===== src/rtl/spd_pkg.sv =====
// ----------------------------------------------------------------------------
// spd_pkg
// Types and constants shared by the serial packet deframer modules.
// ----------------------------------------------------------------------------
package spd_pkg;

  localparam int BYTE_W     = 8;
  localparam int CFG_IDX_W  = 3;
  localparam int CFG_DATA_W = 16;
  localparam int TIMEOUT_W  = 16;
  localparam int LIMIT_W    = 6;
  localparam int LEN_OUT_W  = 6;
  localparam int ELAPSED_W  = 17;

  // Input item kinds
  localparam logic CMD_BYTE = 1'b0;
  localparam logic CMD_TICK = 1'b1;

  typedef enum logic [CFG_IDX_W-1:0] {
    CFG_TIMEOUT    = 3'd0,
    CFG_SYNC       = 3'd1,
    CFG_ESCAPE     = 3'd2,
    CFG_ESC_EN     = 3'd3,
    CFG_COPY_LIMIT = 3'd4
  } cfg_idx_e;

  typedef enum logic [1:0] {
    STAT_READY    = 2'd0,
    STAT_CHECKSUM = 2'd1,
    STAT_TIMEOUT  = 2'd2
  } stat_code_e;

  typedef enum logic [2:0] {
    ST_HUNT,
    ST_LEN,
    ST_DATA,
    ST_EMIT,
    ST_FETCH,
    ST_STAT
  } state_e;

  typedef struct packed {
    logic [TIMEOUT_W-1:0] timeout_ticks;
    logic [BYTE_W-1:0]    sync_byte;
    logic [BYTE_W-1:0]    escape_byte;
    logic                 escape_enable;
    logic [LIMIT_W-1:0]   copy_limit;
  } cfg_t;

  // Controller to datapath
  typedef struct packed {
    logic       start;
    logic       esc_set;
    logic       take_byte;
    logic       len_load;
    logic       data_store;
    logic       tick;
    logic       set_status;
    stat_code_e code;
    logic       len_zero;
    logic       emit_init;
    logic       rd_issue;
    logic       load_payload;
    logic       load_status;
  } ctrl_cmd_t;

  // Datapath to controller
  typedef struct packed {
    logic is_tick;
    logic is_sync;
    logic is_esc;
    logic len_ok;
    logic at_end;
    logic sum_ok;
    logic timed_out;
    logic emit_done;
    logic out_free;
  } dp_stat_t;

endpackage


===== src/rtl/spd_in_if.sv =====
// ----------------------------------------------------------------------------
// spd_in_if
// Input channel: one received byte or one time tick per beat.
// ----------------------------------------------------------------------------
interface spd_in_if;
  logic                      valid;
  logic                      ready;
  logic                      cmd;
  logic [spd_pkg::BYTE_W-1:0] rx_byte;

  modport source (output valid, cmd, rx_byte, input ready);
  modport sink   (input valid, cmd, rx_byte, output ready);
endinterface


===== src/rtl/spd_out_if.sv =====
// ----------------------------------------------------------------------------
// spd_out_if
// Result channel: one payload byte or one packet status per beat.
// ----------------------------------------------------------------------------
interface spd_out_if;
  logic                          valid;
  logic                          ready;
  logic                          is_status;
  logic [spd_pkg::BYTE_W-1:0]    payload_byte;
  logic [1:0]                    status_code;
  logic [spd_pkg::LEN_OUT_W-1:0] pkt_len;
  logic                          last;

  modport source (output valid, is_status, payload_byte, status_code, pkt_len, last,
                  input ready);
  modport sink   (input valid, is_status, payload_byte, status_code, pkt_len, last,
                  output ready);
endinterface


===== src/rtl/spd_cfg.sv =====
// ----------------------------------------------------------------------------
// spd_cfg
// Configuration register file, write only, with reset values.
// ----------------------------------------------------------------------------
module spd_cfg (
  input  logic                           clk,
  input  logic                           rst,
  input  logic                           cfg_we,
  input  logic [spd_pkg::CFG_IDX_W-1:0]  cfg_index,
  input  logic [spd_pkg::CFG_DATA_W-1:0] cfg_data,
  output spd_pkg::cfg_t                  cfg
);
  import spd_pkg::*;

  always_ff @(posedge clk) begin
    if (rst) begin
      cfg.timeout_ticks <= '0;
      cfg.sync_byte     <= 8'h55;
      cfg.escape_byte   <= 8'h1B;
      cfg.escape_enable <= 1'b1;
      cfg.copy_limit    <= 6'd32;
    end else if (cfg_we) begin
      unique case (cfg_index)
        CFG_TIMEOUT:    cfg.timeout_ticks <= cfg_data[TIMEOUT_W-1:0];
        CFG_SYNC:       cfg.sync_byte     <= cfg_data[BYTE_W-1:0];
        CFG_ESCAPE:     cfg.escape_byte   <= cfg_data[BYTE_W-1:0];
        CFG_ESC_EN:     cfg.escape_enable <= cfg_data[0];
        CFG_COPY_LIMIT: cfg.copy_limit    <= cfg_data[LIMIT_W-1:0];
        default: ;
      endcase
    end
  end

endmodule


===== src/rtl/spd_datapath.sv =====
// ----------------------------------------------------------------------------
// spd_datapath
// Unescaping, checksum, tick counter, payload memory and result register.
// ----------------------------------------------------------------------------
module spd_datapath #(
  parameter int MAX_PAYLOAD = 32
) (
  input  logic                           clk,
  input  logic                           rst,
  input  spd_pkg::cfg_t                  cfg,
  input  spd_pkg::ctrl_cmd_t             cmd,
  output spd_pkg::dp_stat_t              stat,
  input  logic                           in_cmd,
  input  logic [spd_pkg::BYTE_W-1:0]     in_byte,
  input  logic                           res_ready,
  output logic                           res_valid,
  output logic                           res_is_status,
  output logic [spd_pkg::BYTE_W-1:0]     res_payload_byte,
  output logic [1:0]                     res_status_code,
  output logic [spd_pkg::LEN_OUT_W-1:0]  res_pkt_len,
  output logic                           res_last
);
  import spd_pkg::*;

  localparam int LEN_W = $clog2(MAX_PAYLOAD + 1);
  localparam int IDX_W = (MAX_PAYLOAD > 1) ? $clog2(MAX_PAYLOAD) : 1;

  logic                 esc_pending;
  logic [ELAPSED_W-1:0] elapsed;
  logic [ELAPSED_W-1:0] elapsed_next;
  logic [BYTE_W-1:0]    sum;
  logic [BYTE_W-1:0]    sum_next;
  logic [BYTE_W-1:0]    eff_byte;
  logic [LEN_W-1:0]     decl_len;
  logic [LEN_W-1:0]     count;
  logic [LEN_W-1:0]     emit_cnt;
  logic [LEN_W-1:0]     rd_idx;
  stat_code_e           stat_code;
  logic                 len_zero;
  logic [BYTE_W-1:0]    payload_mem [MAX_PAYLOAD];
  logic [BYTE_W-1:0]    mem_q;
  logic [LEN_OUT_W-1:0] decl_len_out;

  assign decl_len_out = LEN_OUT_W'(decl_len);
  assign eff_byte     = (cfg.escape_enable && esc_pending) ? ~in_byte : in_byte;
  assign sum_next     = sum + eff_byte;
  assign elapsed_next = (elapsed == '1) ? elapsed : elapsed + 1'b1;

  always_comb begin
    stat.is_tick   = (in_cmd == CMD_TICK);
    stat.is_sync   = (in_byte == cfg.sync_byte);
    stat.is_esc    = cfg.escape_enable && (in_byte == cfg.escape_byte);
    stat.len_ok    = (eff_byte <= BYTE_W'(MAX_PAYLOAD));
    stat.at_end    = (count == decl_len);
    stat.sum_ok    = (sum_next == '0);
    stat.timed_out = (cfg.timeout_ticks != '0) &&
                     (elapsed_next > ELAPSED_W'(cfg.timeout_ticks));
    stat.emit_done = (rd_idx == emit_cnt);
    stat.out_free  = !res_valid || res_ready;
  end

  // Packet bookkeeping
  always_ff @(posedge clk) begin
    if (rst) begin
      esc_pending <= 1'b0;
      elapsed     <= '0;
      sum         <= '0;
      count       <= '0;
      rd_idx      <= '0;
      emit_cnt    <= '0;
    end else begin
      if (cmd.start) begin
        esc_pending <= 1'b0;
        elapsed     <= '0;
        sum         <= '0;
        count       <= '0;
      end
      if (cmd.esc_set) begin
        esc_pending <= 1'b1;
      end
      if (cmd.take_byte) begin
        sum <= sum_next;
        if (cfg.escape_enable) begin
          esc_pending <= 1'b0;
        end
      end
      if (cmd.data_store) begin
        count <= count + 1'b1;
      end
      if (cmd.tick) begin
        elapsed <= elapsed_next;
      end
      if (cmd.emit_init) begin
        rd_idx   <= '0;
        emit_cnt <= (decl_len_out < cfg.copy_limit) ? decl_len : LEN_W'(cfg.copy_limit);
      end
      if (cmd.rd_issue) begin
        rd_idx <= rd_idx + 1'b1;
      end
    end
  end

  always_ff @(posedge clk) begin
    if (cmd.len_load) begin
      decl_len <= eff_byte[LEN_W-1:0];
    end
    if (cmd.set_status) begin
      stat_code <= cmd.code;
      len_zero  <= cmd.len_zero;
    end
  end

  // Payload memory, one write and one registered read
  always_ff @(posedge clk) begin
    if (cmd.data_store) begin
      payload_mem[count[IDX_W-1:0]] <= eff_byte;
    end
    if (cmd.rd_issue) begin
      mem_q <= payload_mem[rd_idx[IDX_W-1:0]];
    end
  end

  // Result register
  always_ff @(posedge clk) begin
    if (rst) begin
      res_valid <= 1'b0;
    end else if (cmd.load_payload || cmd.load_status) begin
      res_valid <= 1'b1;
    end else if (res_ready) begin
      res_valid <= 1'b0;
    end
  end

  always_ff @(posedge clk) begin
    if (cmd.load_payload) begin
      res_is_status    <= 1'b0;
      res_payload_byte <= mem_q;
      res_status_code  <= STAT_READY;
      res_pkt_len      <= decl_len_out;
      res_last         <= 1'b0;
    end else if (cmd.load_status) begin
      res_is_status    <= 1'b1;
      res_payload_byte <= '0;
      res_status_code  <= stat_code;
      res_pkt_len      <= len_zero ? '0 : decl_len_out;
      res_last         <= 1'b1;
    end
  end

endmodule


===== src/rtl/spd_ctrl.sv =====
// ----------------------------------------------------------------------------
// spd_ctrl
// Frame state machine: hunt for sync, take length and payload, emit results.
// ----------------------------------------------------------------------------
module spd_ctrl (
  input  logic                clk,
  input  logic                rst,
  input  logic                in_accept,
  input  spd_pkg::dp_stat_t   stat,
  output logic                in_ready,
  output spd_pkg::ctrl_cmd_t  cmd
);
  import spd_pkg::*;

  state_e state;
  state_e state_next;

  always_ff @(posedge clk) begin
    if (rst) begin
      state <= ST_HUNT;
    end else begin
      state <= state_next;
    end
  end

  always_comb begin
    state_next = state;
    unique case (state)
      ST_HUNT: begin
        if (in_accept && !stat.is_tick && stat.is_sync) begin
          state_next = ST_LEN;
        end
      end
      ST_LEN: begin
        if (in_accept) begin
          if (stat.is_tick) begin
            if (stat.timed_out) state_next = ST_STAT;
          end else if (!stat.is_esc) begin
            // drop an oversized length silently
            state_next = stat.len_ok ? ST_DATA : ST_HUNT;
          end
        end
      end
      ST_DATA: begin
        if (in_accept) begin
          if (stat.is_tick) begin
            if (stat.timed_out) state_next = ST_STAT;
          end else if (!stat.is_esc && stat.at_end) begin
            state_next = stat.sum_ok ? ST_EMIT : ST_STAT;
          end
        end
      end
      ST_EMIT:  state_next = stat.emit_done ? ST_STAT : ST_FETCH;
      ST_FETCH: if (stat.out_free) state_next = ST_EMIT;
      ST_STAT:  if (stat.out_free) state_next = ST_HUNT;
      default:  state_next = ST_HUNT;
    endcase
  end

  always_comb begin
    cmd      = '0;
    cmd.code = STAT_READY;
    in_ready = 1'b0;
    unique case (state)
      ST_HUNT: begin
        in_ready  = 1'b1;
        cmd.start = in_accept && !stat.is_tick && stat.is_sync;
      end
      ST_LEN, ST_DATA: begin
        in_ready = 1'b1;
        if (in_accept) begin
          if (stat.is_tick) begin
            cmd.tick = 1'b1;
            if (stat.timed_out) begin
              cmd.set_status = 1'b1;
              cmd.code       = STAT_TIMEOUT;
              cmd.len_zero   = (state == ST_LEN);
            end
          end else if (stat.is_esc) begin
            cmd.esc_set = 1'b1;
          end else begin
            cmd.take_byte = 1'b1;
            if (state == ST_LEN) begin
              cmd.len_load = 1'b1;
            end else if (stat.at_end) begin
              cmd.set_status = 1'b1;
              cmd.code       = stat.sum_ok ? STAT_READY : STAT_CHECKSUM;
              cmd.emit_init  = stat.sum_ok;
            end else begin
              cmd.data_store = 1'b1;
            end
          end
        end
      end
      ST_EMIT:  cmd.rd_issue     = !stat.emit_done;
      ST_FETCH: cmd.load_payload = stat.out_free;
      ST_STAT:  cmd.load_status  = stat.out_free;
      default: ;
    endcase
  end

endmodule


===== src/rtl/serial_packet_deframer.sv =====
// ----------------------------------------------------------------------------
// serial_packet_deframer
// Sync / length / payload / checksum deframer with optional byte unescaping.
// ----------------------------------------------------------------------------
// Each input beat is one received byte or one time tick. The input is ready
// while the block hunts for sync or collects a packet; a status result
// left waiting in the output register does not hold off the next beat. When
// the checksum byte closes a packet the input is held off while results go
// out: each payload byte is read from the payload memory into a register
// and then loaded into the output register, and after the payload bytes the
// status result is loaded, each load waiting while the result side stalls.
// A bad checksum or a timeout holds the input until its status is loaded.
// Packets longer than MAX_PAYLOAD are dropped without a result.
module serial_packet_deframer #(
  parameter int MAX_PAYLOAD = 32
) (
  input  logic                           clk,
  input  logic                           rst,
  input  logic                           cfg_we,
  input  logic [spd_pkg::CFG_IDX_W-1:0]  cfg_index,
  input  logic [spd_pkg::CFG_DATA_W-1:0] cfg_data,
  spd_in_if.sink                         item,
  spd_out_if.source                      result
);
  import spd_pkg::*;

  cfg_t      cfg;
  ctrl_cmd_t cmd;
  dp_stat_t  stat;
  logic      in_ready;
  logic      in_accept;

  assign item.ready = in_ready;
  assign in_accept  = item.valid && in_ready;

  spd_cfg u_cfg (
    .clk       (clk),
    .rst       (rst),
    .cfg_we    (cfg_we),
    .cfg_index (cfg_index),
    .cfg_data  (cfg_data),
    .cfg       (cfg)
  );

  spd_ctrl u_ctrl (
    .clk       (clk),
    .rst       (rst),
    .in_accept (in_accept),
    .stat      (stat),
    .in_ready  (in_ready),
    .cmd       (cmd)
  );

  spd_datapath #(
    .MAX_PAYLOAD (MAX_PAYLOAD)
  ) u_dp (
    .clk              (clk),
    .rst              (rst),
    .cfg              (cfg),
    .cmd              (cmd),
    .stat             (stat),
    .in_cmd           (item.cmd),
    .in_byte          (item.rx_byte),
    .res_ready        (result.ready),
    .res_valid        (result.valid),
    .res_is_status    (result.is_status),
    .res_payload_byte (result.payload_byte),
    .res_status_code  (result.status_code),
    .res_pkt_len      (result.pkt_len),
    .res_last         (result.last)
  );

endmodule


===== src/flat_wrapper.sv =====
// flat-port wrapper written by rule: the top's interface ports become plain ports
module serial_packet_deframer_flat import spd_pkg::*;
#(
  parameter int MAX_PAYLOAD = 32
)
  (clk, rst, cfg_we, cfg_index, cfg_data, item_valid, item_cmd, item_rx_byte, item_ready, result_valid, result_is_status, result_payload_byte, result_status_code, result_pkt_len, result_last, result_ready);
  spd_in_if item_i ();
  spd_out_if result_i ();
  input  logic clk;
  input  logic rst;
  input  logic cfg_we;
  input  logic [spd_pkg::CFG_IDX_W-1:0] cfg_index;
  input  logic [spd_pkg::CFG_DATA_W-1:0] cfg_data;
  input wire logic [$bits(item_i.valid)-1:0] item_valid;
  input wire logic [$bits(item_i.cmd)-1:0] item_cmd;
  input wire logic [$bits(item_i.rx_byte)-1:0] item_rx_byte;
  output wire logic [$bits(item_i.ready)-1:0] item_ready;
  output wire logic [$bits(result_i.valid)-1:0] result_valid;
  output wire logic [$bits(result_i.is_status)-1:0] result_is_status;
  output wire logic [$bits(result_i.payload_byte)-1:0] result_payload_byte;
  output wire logic [$bits(result_i.status_code)-1:0] result_status_code;
  output wire logic [$bits(result_i.pkt_len)-1:0] result_pkt_len;
  output wire logic [$bits(result_i.last)-1:0] result_last;
  input wire logic [$bits(result_i.ready)-1:0] result_ready;
  assign item_i.valid = item_valid;
  assign item_i.cmd = item_cmd;
  assign item_i.rx_byte = item_rx_byte;
  assign item_ready = item_i.ready;
  assign result_valid = result_i.valid;
  assign result_is_status = result_i.is_status;
  assign result_payload_byte = result_i.payload_byte;
  assign result_status_code = result_i.status_code;
  assign result_pkt_len = result_i.pkt_len;
  assign result_last = result_i.last;
  assign result_i.ready = result_ready;
  serial_packet_deframer #(.MAX_PAYLOAD(MAX_PAYLOAD)) u_core (.clk(clk), .rst(rst), .cfg_we(cfg_we), .cfg_index(cfg_index), .cfg_data(cfg_data), .item(item_i), .result(result_i));
endmodule

===== config.mk =====
export PLATFORM = sky130hd
export DESIGN_NAME = serial_packet_deframer_flat
export DESIGN_NICKNAME = d
export VERILOG_FILES = /design/src/rtl/spd_pkg.sv /design/src/rtl/spd_in_if.sv /design/src/rtl/spd_out_if.sv /design/src/rtl/spd_cfg.sv /design/src/rtl/spd_datapath.sv /design/src/rtl/spd_ctrl.sv /design/src/rtl/serial_packet_deframer.sv /design/src/flat_wrapper.sv
export SDC_FILE = /design/constraint.sdc
export NUM_CORES = 1
export LEC_CHECK = 0
export ABC_AREA = 1
export BUFFER_PORTS_ARGS = -buffer_cell sky130_fd_sc_hd__buf_2
export CAP_MARGIN = 40
export CORE_ASPECT_RATIO = 1.2
export CORE_MARGIN = 8
export CORE_UTILIZATION = 30
export CTS_CLUSTER_SIZE = 8
export DETAILED_ROUTE_END_ITERATION = 10
export GPL_ROUTABILITY_DRIVEN = 0
export REMOVE_ABC_BUFFERS = 1
export SYNTH_ARGS = -nofsm -noshare
export SYNTH_HDL_FRONTEND = slang
export SYNTH_SLANG_ARGS = --single-unit
export TNS_END_PERCENT = 5

===== constraint.sdc =====
create_clock -name clk -period 8 [get_ports clk]
set_clock_uncertainty 0.1 [all_clocks]
set_input_delay 0 -clock clk [delete_from_list [all_inputs] [get_ports clk]]
set_output_delay 0 -clock clk [all_outputs]
set_load 0.05 [all_outputs]

==> flow_metrics.tcl, run 1 <==
set metrics [dict create \
    wl_mm 42.8 \
    hold_viol 0 \
    crit_fanout 75 \
    fill_cells 5354 \
    yosysSeqAreaShare 0.625 \
    fmaxAchievable_mhz 303 \
    multi_input_area_um2 5490 \
    grt_antenna_before_repair 0 \
    path_cells "clkinv_2, buf_4, o21ai_0, o221ai_1, a31oi_1, a32oi_1" \
    ys_async_sr_fraction 0 \
    die_w_um 231 \
    start_kind "flop" \
    endpoint_kind "flop" \
    grt_first_pass_wirelength_mm 67.8 \
    clock_latency_ns 0.59 \
    yosys_warnings 0 \
    grt_pass1_vias 12200 \
    worstPathRequired_ns 8.21 \
    tns_ns 0 \
    swShare 0.217 \
    grt_max_degree 76 \
    rows 94 \
    clkSinkCount 377 \
    tightest_slew_ns 0.946 \
    synth_cell_types 46 \
    clock_power_share 0.467 \
    critPathKind "reg2reg" \
    dieArea_um2 63400 \
    ctsResizeCount 0 \
    synthesis.area_um2 16700 \
    cts_hold_buf 35 \
    area_growth_pct 18.1 \
    seqPwrFrac 0.492 \
    drtPass1Iterations 6 \
    cts_max_level 2 \
    path_clk_slew_ns 0.06 \
    post-cts-setup-buffer-count 0 \
    post-route-min-period_ns 3.31 \
    coreArea_um2 54900 \
    p_leak_uw 0.00712 \
    synth_ff_type "edfxtp_1" \
    post-route-drc-count 0 \
    relSlewSlack 0.367 \
    io_pins 53 \
    io_buffers 52 \
    combPwrFrac 0.041 \
    finalNetCount 1780 \
    finalCritPeriodShare 0.413 \
    dp_hpwl_mm 27.9 \
    groute.usage.overall 0.133 \
    drv_slew 0 \
    syn_area_per_cell_um2 10.3 \
    arrival_ns 3.52 \
    rsz0062_at_grt "false" \
    hold_class "in2reg" \
    gr-total-overflow 0 \
    layout-drive-gt1-share 0.107 \
    via_count 12300 \
    synth-seq-cells 377 \
    setup_violations 0 \
    wire_per_inst_um 17.4 \
    clockBufferDepth 3 \
    start_util 0.304 \
    net-switching-power_uw 936 \
    cts_tree "done" \
    viasPerCell 4.99 \
    slowest_stage "clkinv_2" \
    cts_root_buf "clkbuf_16" \
    drtIter0Drc 927 \
    ir_worst_vdd_uv 143 \
    power-per-cell-area_nw_per_um2 219 \
    antenna_left 0 \
    internal_power_uw 3390 \
    cap_violations 0 \
    total_power_uw 4320 \
    final-seq-area_um2 10400 \
    synth_cells 1618 \
    cts_buffers 53 \
    die_h_um 274 \
    synth_edf_count 287 \
    cpPeakStageDelay_ns 0.64 \
    outcome "completed" \
]
-- cells in the final DEF (no fill, tap or decap), drive strengths merged, types with 8 or more instances in the layout --
cell,n
a21oi,76
a31oi,8
a32oi,8
buf,77
clkbuf,77
dfxtp,90
dlygate4sd3,35
edfxtp,287
ha,34
inv,131
nand2,205
nand3,66
nand4,16
nor2,283
nor3,13
o21ai,192
o221ai,52
o22ai,13
xnor2,12
xor2,30
-- cells in the mapped netlist, types with 2 or more instances --
master / number / share of area
a32oi_1: 8 / 0.0042
nand4_1: 15 / 0.0056
nor2_1: 271 / 0.061
o221ai_1: 52 / 0.027
edfxtp_1: 287 / 0.52
nor2_2: 7 / 0.0026
o22ai_1: 13 / 0.0049
nand2_1: 195 / 0.044
nand3b_1: 4 / 0.0018
nand2_4: 2 / 0.0013
dfxtp_1: 90 / 0.11
buf_2: 9 / 0.0027
nand2_2: 8 / 0.0030
buf_6: 2 / 0.0013
nand3_1: 66 / 0.020
clkbuf_1: 57 / 0.013
nor3b_1: 2 / 0.00090
inv_1: 115 / 0.026
nor2_4: 4 / 0.0027
o21ai_1: 4 / 0.0012
buf_4: 2 / 0.00090
or2_0: 2 / 0.00075
buf_1: 3 / 0.00067
inv_2: 16 / 0.0036
o211ai_1: 6 / 0.0027
xor2_1: 29 / 0.015
nor4_1: 4 / 0.0015
a31oi_1: 8 / 0.0030
nor3_2: 4 / 0.0024
ha_1: 34 / 0.025
nor3_1: 9 / 0.0027
clkinv_1: 2 / 0.00045
o21ai_0: 188 / 0.056
a21oi_1: 76 / 0.023
a21boi_0: 2 / 0.00090
xnor2_1: 12 / 0.0063
-- layout make-up --
cell class	count	area share
Sequential cell	377	0.529
Multi-Input combinational cell	1035	0.279
Clock buffer	77	0.0719
Tap cell	720	0.0457
Timing Repair Buffer	112	0.0453
Inverter	133	0.0254
Clock inverter	5	0.00400
Antenna cell	1	0.000127
-- worst max-delay path, delay by kind of cell (launching register included) --
family,cells,cell delay [ns]
AO/OA/AOI/OAI,4,1.06
buffers and inverters,2,1.24
flip-flops,1,0.55
-- per-layer routing --
metal / vias up / GRT usage / routed length, um
met4: 0 / 0.0425 / 1030
li1: 5860 / - / -
met3: 73 / 0.0264 / 2470
met5: - / 0 / 0
met1: 5964 / 0.164 / 17800
met2: 368 / 0.233 / 21500
-- final timing paths --
path | start | end | slack (ns) | cells past startpoint
max | u_core.u_dp.rd_idx[0] | u_core.u_dp.mem_q[6] | 4.69 | 6
min | item_rx_byte[7] | u_core.u_dp.sum[7] | 0.03 | 8
max reg2reg | u_core.u_dp.rd_idx[0] | u_core.u_dp.mem_q[6] | 4.69 | 6
min reg2reg | u_core.u_dp.sum[2] | u_core.u_dp.sum[2] | 0.37 | 2
-- per-stage QoR --
| stage | cell area [um^2] | cells | utilization | worst slack [ns] | hold slack [ns] |
|---|---|---|---|---|---|
| 2_1_floorplan | 16400 | 1545 | - | 2.56 | -0.0309 |
| 3_3_place_gp | 17700 | 2330 | 0.322 | 4.47 | 0.161 |
| 3_5_place_dp | 17900 | 2341 | 0.325 | 4.71 | 0.171 |
| 4_1_cts | 19700 | 2458 | 0.359 | 4.72 | 0.0105 |
| 5_1_grt | 19700 | 2459 | 0.359 | 4.35 | 0.0781 |
| 6_report | 19700 | 2460 | 0.359 | 4.69 | 0.0342 |
-- flip-flops by register name (all words and copies together) (netlist names) --
| register | cells |
|---|---|
| u_core.u_cfg.cfg | 39 |
| u_core.u_ctrl.state | 3 |
| u_core.u_dp.count | 6 |
| u_core.u_dp.decl_len | 6 |
| u_core.u_dp.elapsed | 17 |
| u_core.u_dp.emit_cnt | 6 |
| u_core.u_dp.esc_pending | 1 |
| u_core.u_dp.len_zero | 1 |
| u_core.u_dp.mem_q | 8 |
| u_core.u_dp.payload_mem | 256 |
| u_core.u_dp.rd_idx | 6 |
| u_core.u_dp.res_last | 1 |
| u_core.u_dp.res_payload_byte | 8 |
| u_core.u_dp.res_pkt_len | 6 |
| u_core.u_dp.res_status_code | 2 |
| u_core.u_dp.res_valid | 1 |
| u_core.u_dp.stat_code | 2 |
| u_core.u_dp.sum | 8 |
-- power groups by stage --
stage / clock network, uW / logic [uW] / registers [uW]
finish: 2020 / 178 / 2130
global route: 2140 / 199 / 2130
detailed placement: 0 / 166 / 2160
global placement: 0 / 158 / 2160
CTS: 2060 / 179 / 2130
floorplan: 0 / 93.0 / 2170
-- logic make-up (layout without fill, tap and decap cells) --
family	count (synthesis)	after routing	share of synthesized area
simple gates	597	597	0.153
flops	377	377	0.625
compound gates	361	361	0.125
buf+inv	206	327	0.0484
xor+xnor	42	42	0.0225
fa+ha+maj	35	35	0.0267
other cells	0	1	0
No activity file was read; power rests on OpenSTA's default activity.
==> run 2, diff against run 1 <==
- clock period: 8 -> 3.1 ns (I/O delays scaled with it)
==> run 2 against run 1 <==
  * Cell area rose by 2.2%
  * First-iteration DRC count is 16% higher
  * Sequential cell count stayed put
  * Via count up 0.88%
  * Clock-buffer cell count is 2 higher
  * Sequential power rose to 2.6 times the previous value
  * Final cell count is 2.0% higher
  * Critical path depth grew 18
  * Critical endpoint is now u_core.u_ctrl.state[1]
  * Largest power group unchanged
==> flow_metrics.tcl, run 2 (synthesized netlist as in run 1, its figures left out) <==
set metrics [dict create \
    post-route-drc-count 0 \
    hold_viol 0 \
    coreArea_um2 54900 \
    dpl_cell_area_um2 18200 \
    cts_max_level 2 \
    clkSinkCount 377 \
    hp-start "item_rx_byte[0]" \
    start_util 0.304 \
    hold_depth 6 \
    wire_per_inst_um 17.6 \
    clock_latency_ns 0.59 \
    total_power_uw 11300 \
    drtPass1Iterations 5 \
    worst_r2r_path_depth 24 \
    hold_end "u_core.u_dp.sum[0]" \
    cap_violations 0 \
    wl_mm 44.2 \
    cts_root_buf "clkbuf_16" \
    relSlewSlack 0.516 \
    drtIter0Drc 1077 \
    viasPerCell 4.93 \
    die_h_um 274 \
    crit-reg2reg-launch "u_core.u_dp.elapsed[0]" \
    outcome "completed" \
    setup_violations 0 \
    power-per-cell-area_nw_per_um2 560 \
    grt_max_degree 131 \
    final_common_cell "edfxtp_1" \
    rrSetupSlack_ns 0.007 \
    area_growth_pct 20.8 \
    dieArea_um2 63400 \
    path_clk_slew_ns 0.05 \
    die_w_um 231 \
    layout_common_cells "edfxtp_1, nor2_1, nand2_1, o21ai_0, inv_1" \
    critPathKind "reg2reg" \
    fill_cells 5305 \
    groute.usage.overall 0.136 \
    hold_class "in2reg" \
    dp_hpwl_mm 28.2 \
    tightest_slew_ns 0.726 \
    io_pins 53 \
    via_count 12400 \
    fin_ws_ns 0.00691 \
    crit_fanout 7 \
    worstPathRequired_ns 3.52 \
    gr-total-overflow 0 \
    dp_slack_ns 0.0241 \
    cts_tree "done" \
    layout-drive-gt1-share 0.143 \
    grt_pass1_vias 12300 \
    io_buffers 52 \
    largest_register_ffs 256 \
    num_antenna_cells 0 \
    endpoint_kind "flop" \
    start_kind "flop" \
    ir_worst_vdd_uv 384 \
    rows 94 \
    cts_buffers 53 \
    fin_area_um2 20100 \
    clockBufferDepth 3 \
    drv_slew 0 \
    antenna_left 0 \
    grt_antenna_before_repair 0 \
    fmaxAchievable_mhz 323 \
    post-route-min-period_ns 3.09 \
    grt_first_pass_wirelength_mm 68.8 \
    p_leak_uw 0.00741 \
    reg2reg_to "u_core.u_ctrl.state[1]" \
    rsz0062_at_grt "true" \
    final-seq-area_um2 10400 \
    arrival_ns 3.52 \
    multi_input_area_um2 5570 \
    finalNetCount 1831 \
    finalCritPeriodShare 0.998 \
]
## run 2: worst max-delay path by stage
stage	start	to	slack (ns)	depth (start not counted)
2_1_floorplan	u_core.u_dp.rd_idx[0]	u_core.u_dp.mem_q[0]	-2.34	7
3_3_place_gp	u_core.u_dp.elapsed[0]	u_core.u_dp.stat_code[1]	0.04	22
3_5_place_dp	u_core.u_dp.elapsed[0]	u_core.u_ctrl.state[1]	0.02	24
4_1_cts	u_core.u_dp.elapsed[0]	u_core.u_ctrl.state[1]	0.003	24
5_1_grt	u_core.u_dp.elapsed[0]	u_core.u_ctrl.state[1]	-0.20	24
6_report	u_core.u_dp.elapsed[0]	u_core.u_ctrl.state[1]	0.007	24
## run 2: power by group
group	switching (uW)	internal, uW
Combinational	318	149
Sequential	25.0	5460
Clock	2130	3200
## run 2: layer usage
layer / vias up / GRT usage / routed length (um)
li1: 5946 / - / -
met1: 6003 / 0.167 / 19000
met2: 345 / 0.238 / 21800
met3: 79 / 0.0236 / 2360
met4: 0 / 0.0446 / 1140
met5: - / 0 / 0
## run 2: stage by stage
stage	std cells	utilization	TNS (ns)	hold slack, ns
after global routing	2510	0.367	-1.13	0.0605
final	2510	0.367	0	0.0333
after global placement	2390	0.331	0	0.171
after detailed placement	2390	0.331	0	0.181
after floorplan	1545	-	-23.93	-0.0309
after CTS	2508	0.365	0	0.0192
## run 2: final cells by class
cell class	count	share of cell area
Inverter	133	0.0248
Multi-Input combinational cell	1035	0.276
Tap cell	720	0.0447
Clock inverter	3	0.00342
Clock buffer	79	0.0722
Timing Repair Buffer	163	0.0606
Sequential cell	377	0.518
## run 2: repair_timing
action,in CTS,in global routing
hold endpoints to repair,84,0
hold buffers,36,0
buffers inserted,0,2
endpoints found under the setup margin,0,19
resized for setup,0,23
## run 2: worst max-delay path, cell delays in order (launching register included)
cell and delay (ns):
dfxtp_2 0.33, ha_4 0.17, inv_2 0.06, nor2_2 0.04, nand2_2 0.09, nor2_4 0.05
nand2_4 0.09, nand4_1 0.19, nor2_2 0.21, nand4_1 0.17, xnor2_2 0.18, ha_1 0.31
nand2_1 0.07, nand2_1 0.05, a21oi_2 0.12, nand3_1 0.09, nor2_1 0.09, nand2_1 0.07
nand2_2 0.11, nand2_2 0.07, nand2_1 0.06, nand2_1 0.05, nand3_1 0.07, nand2_1 0.06
a21oi_2 0.11
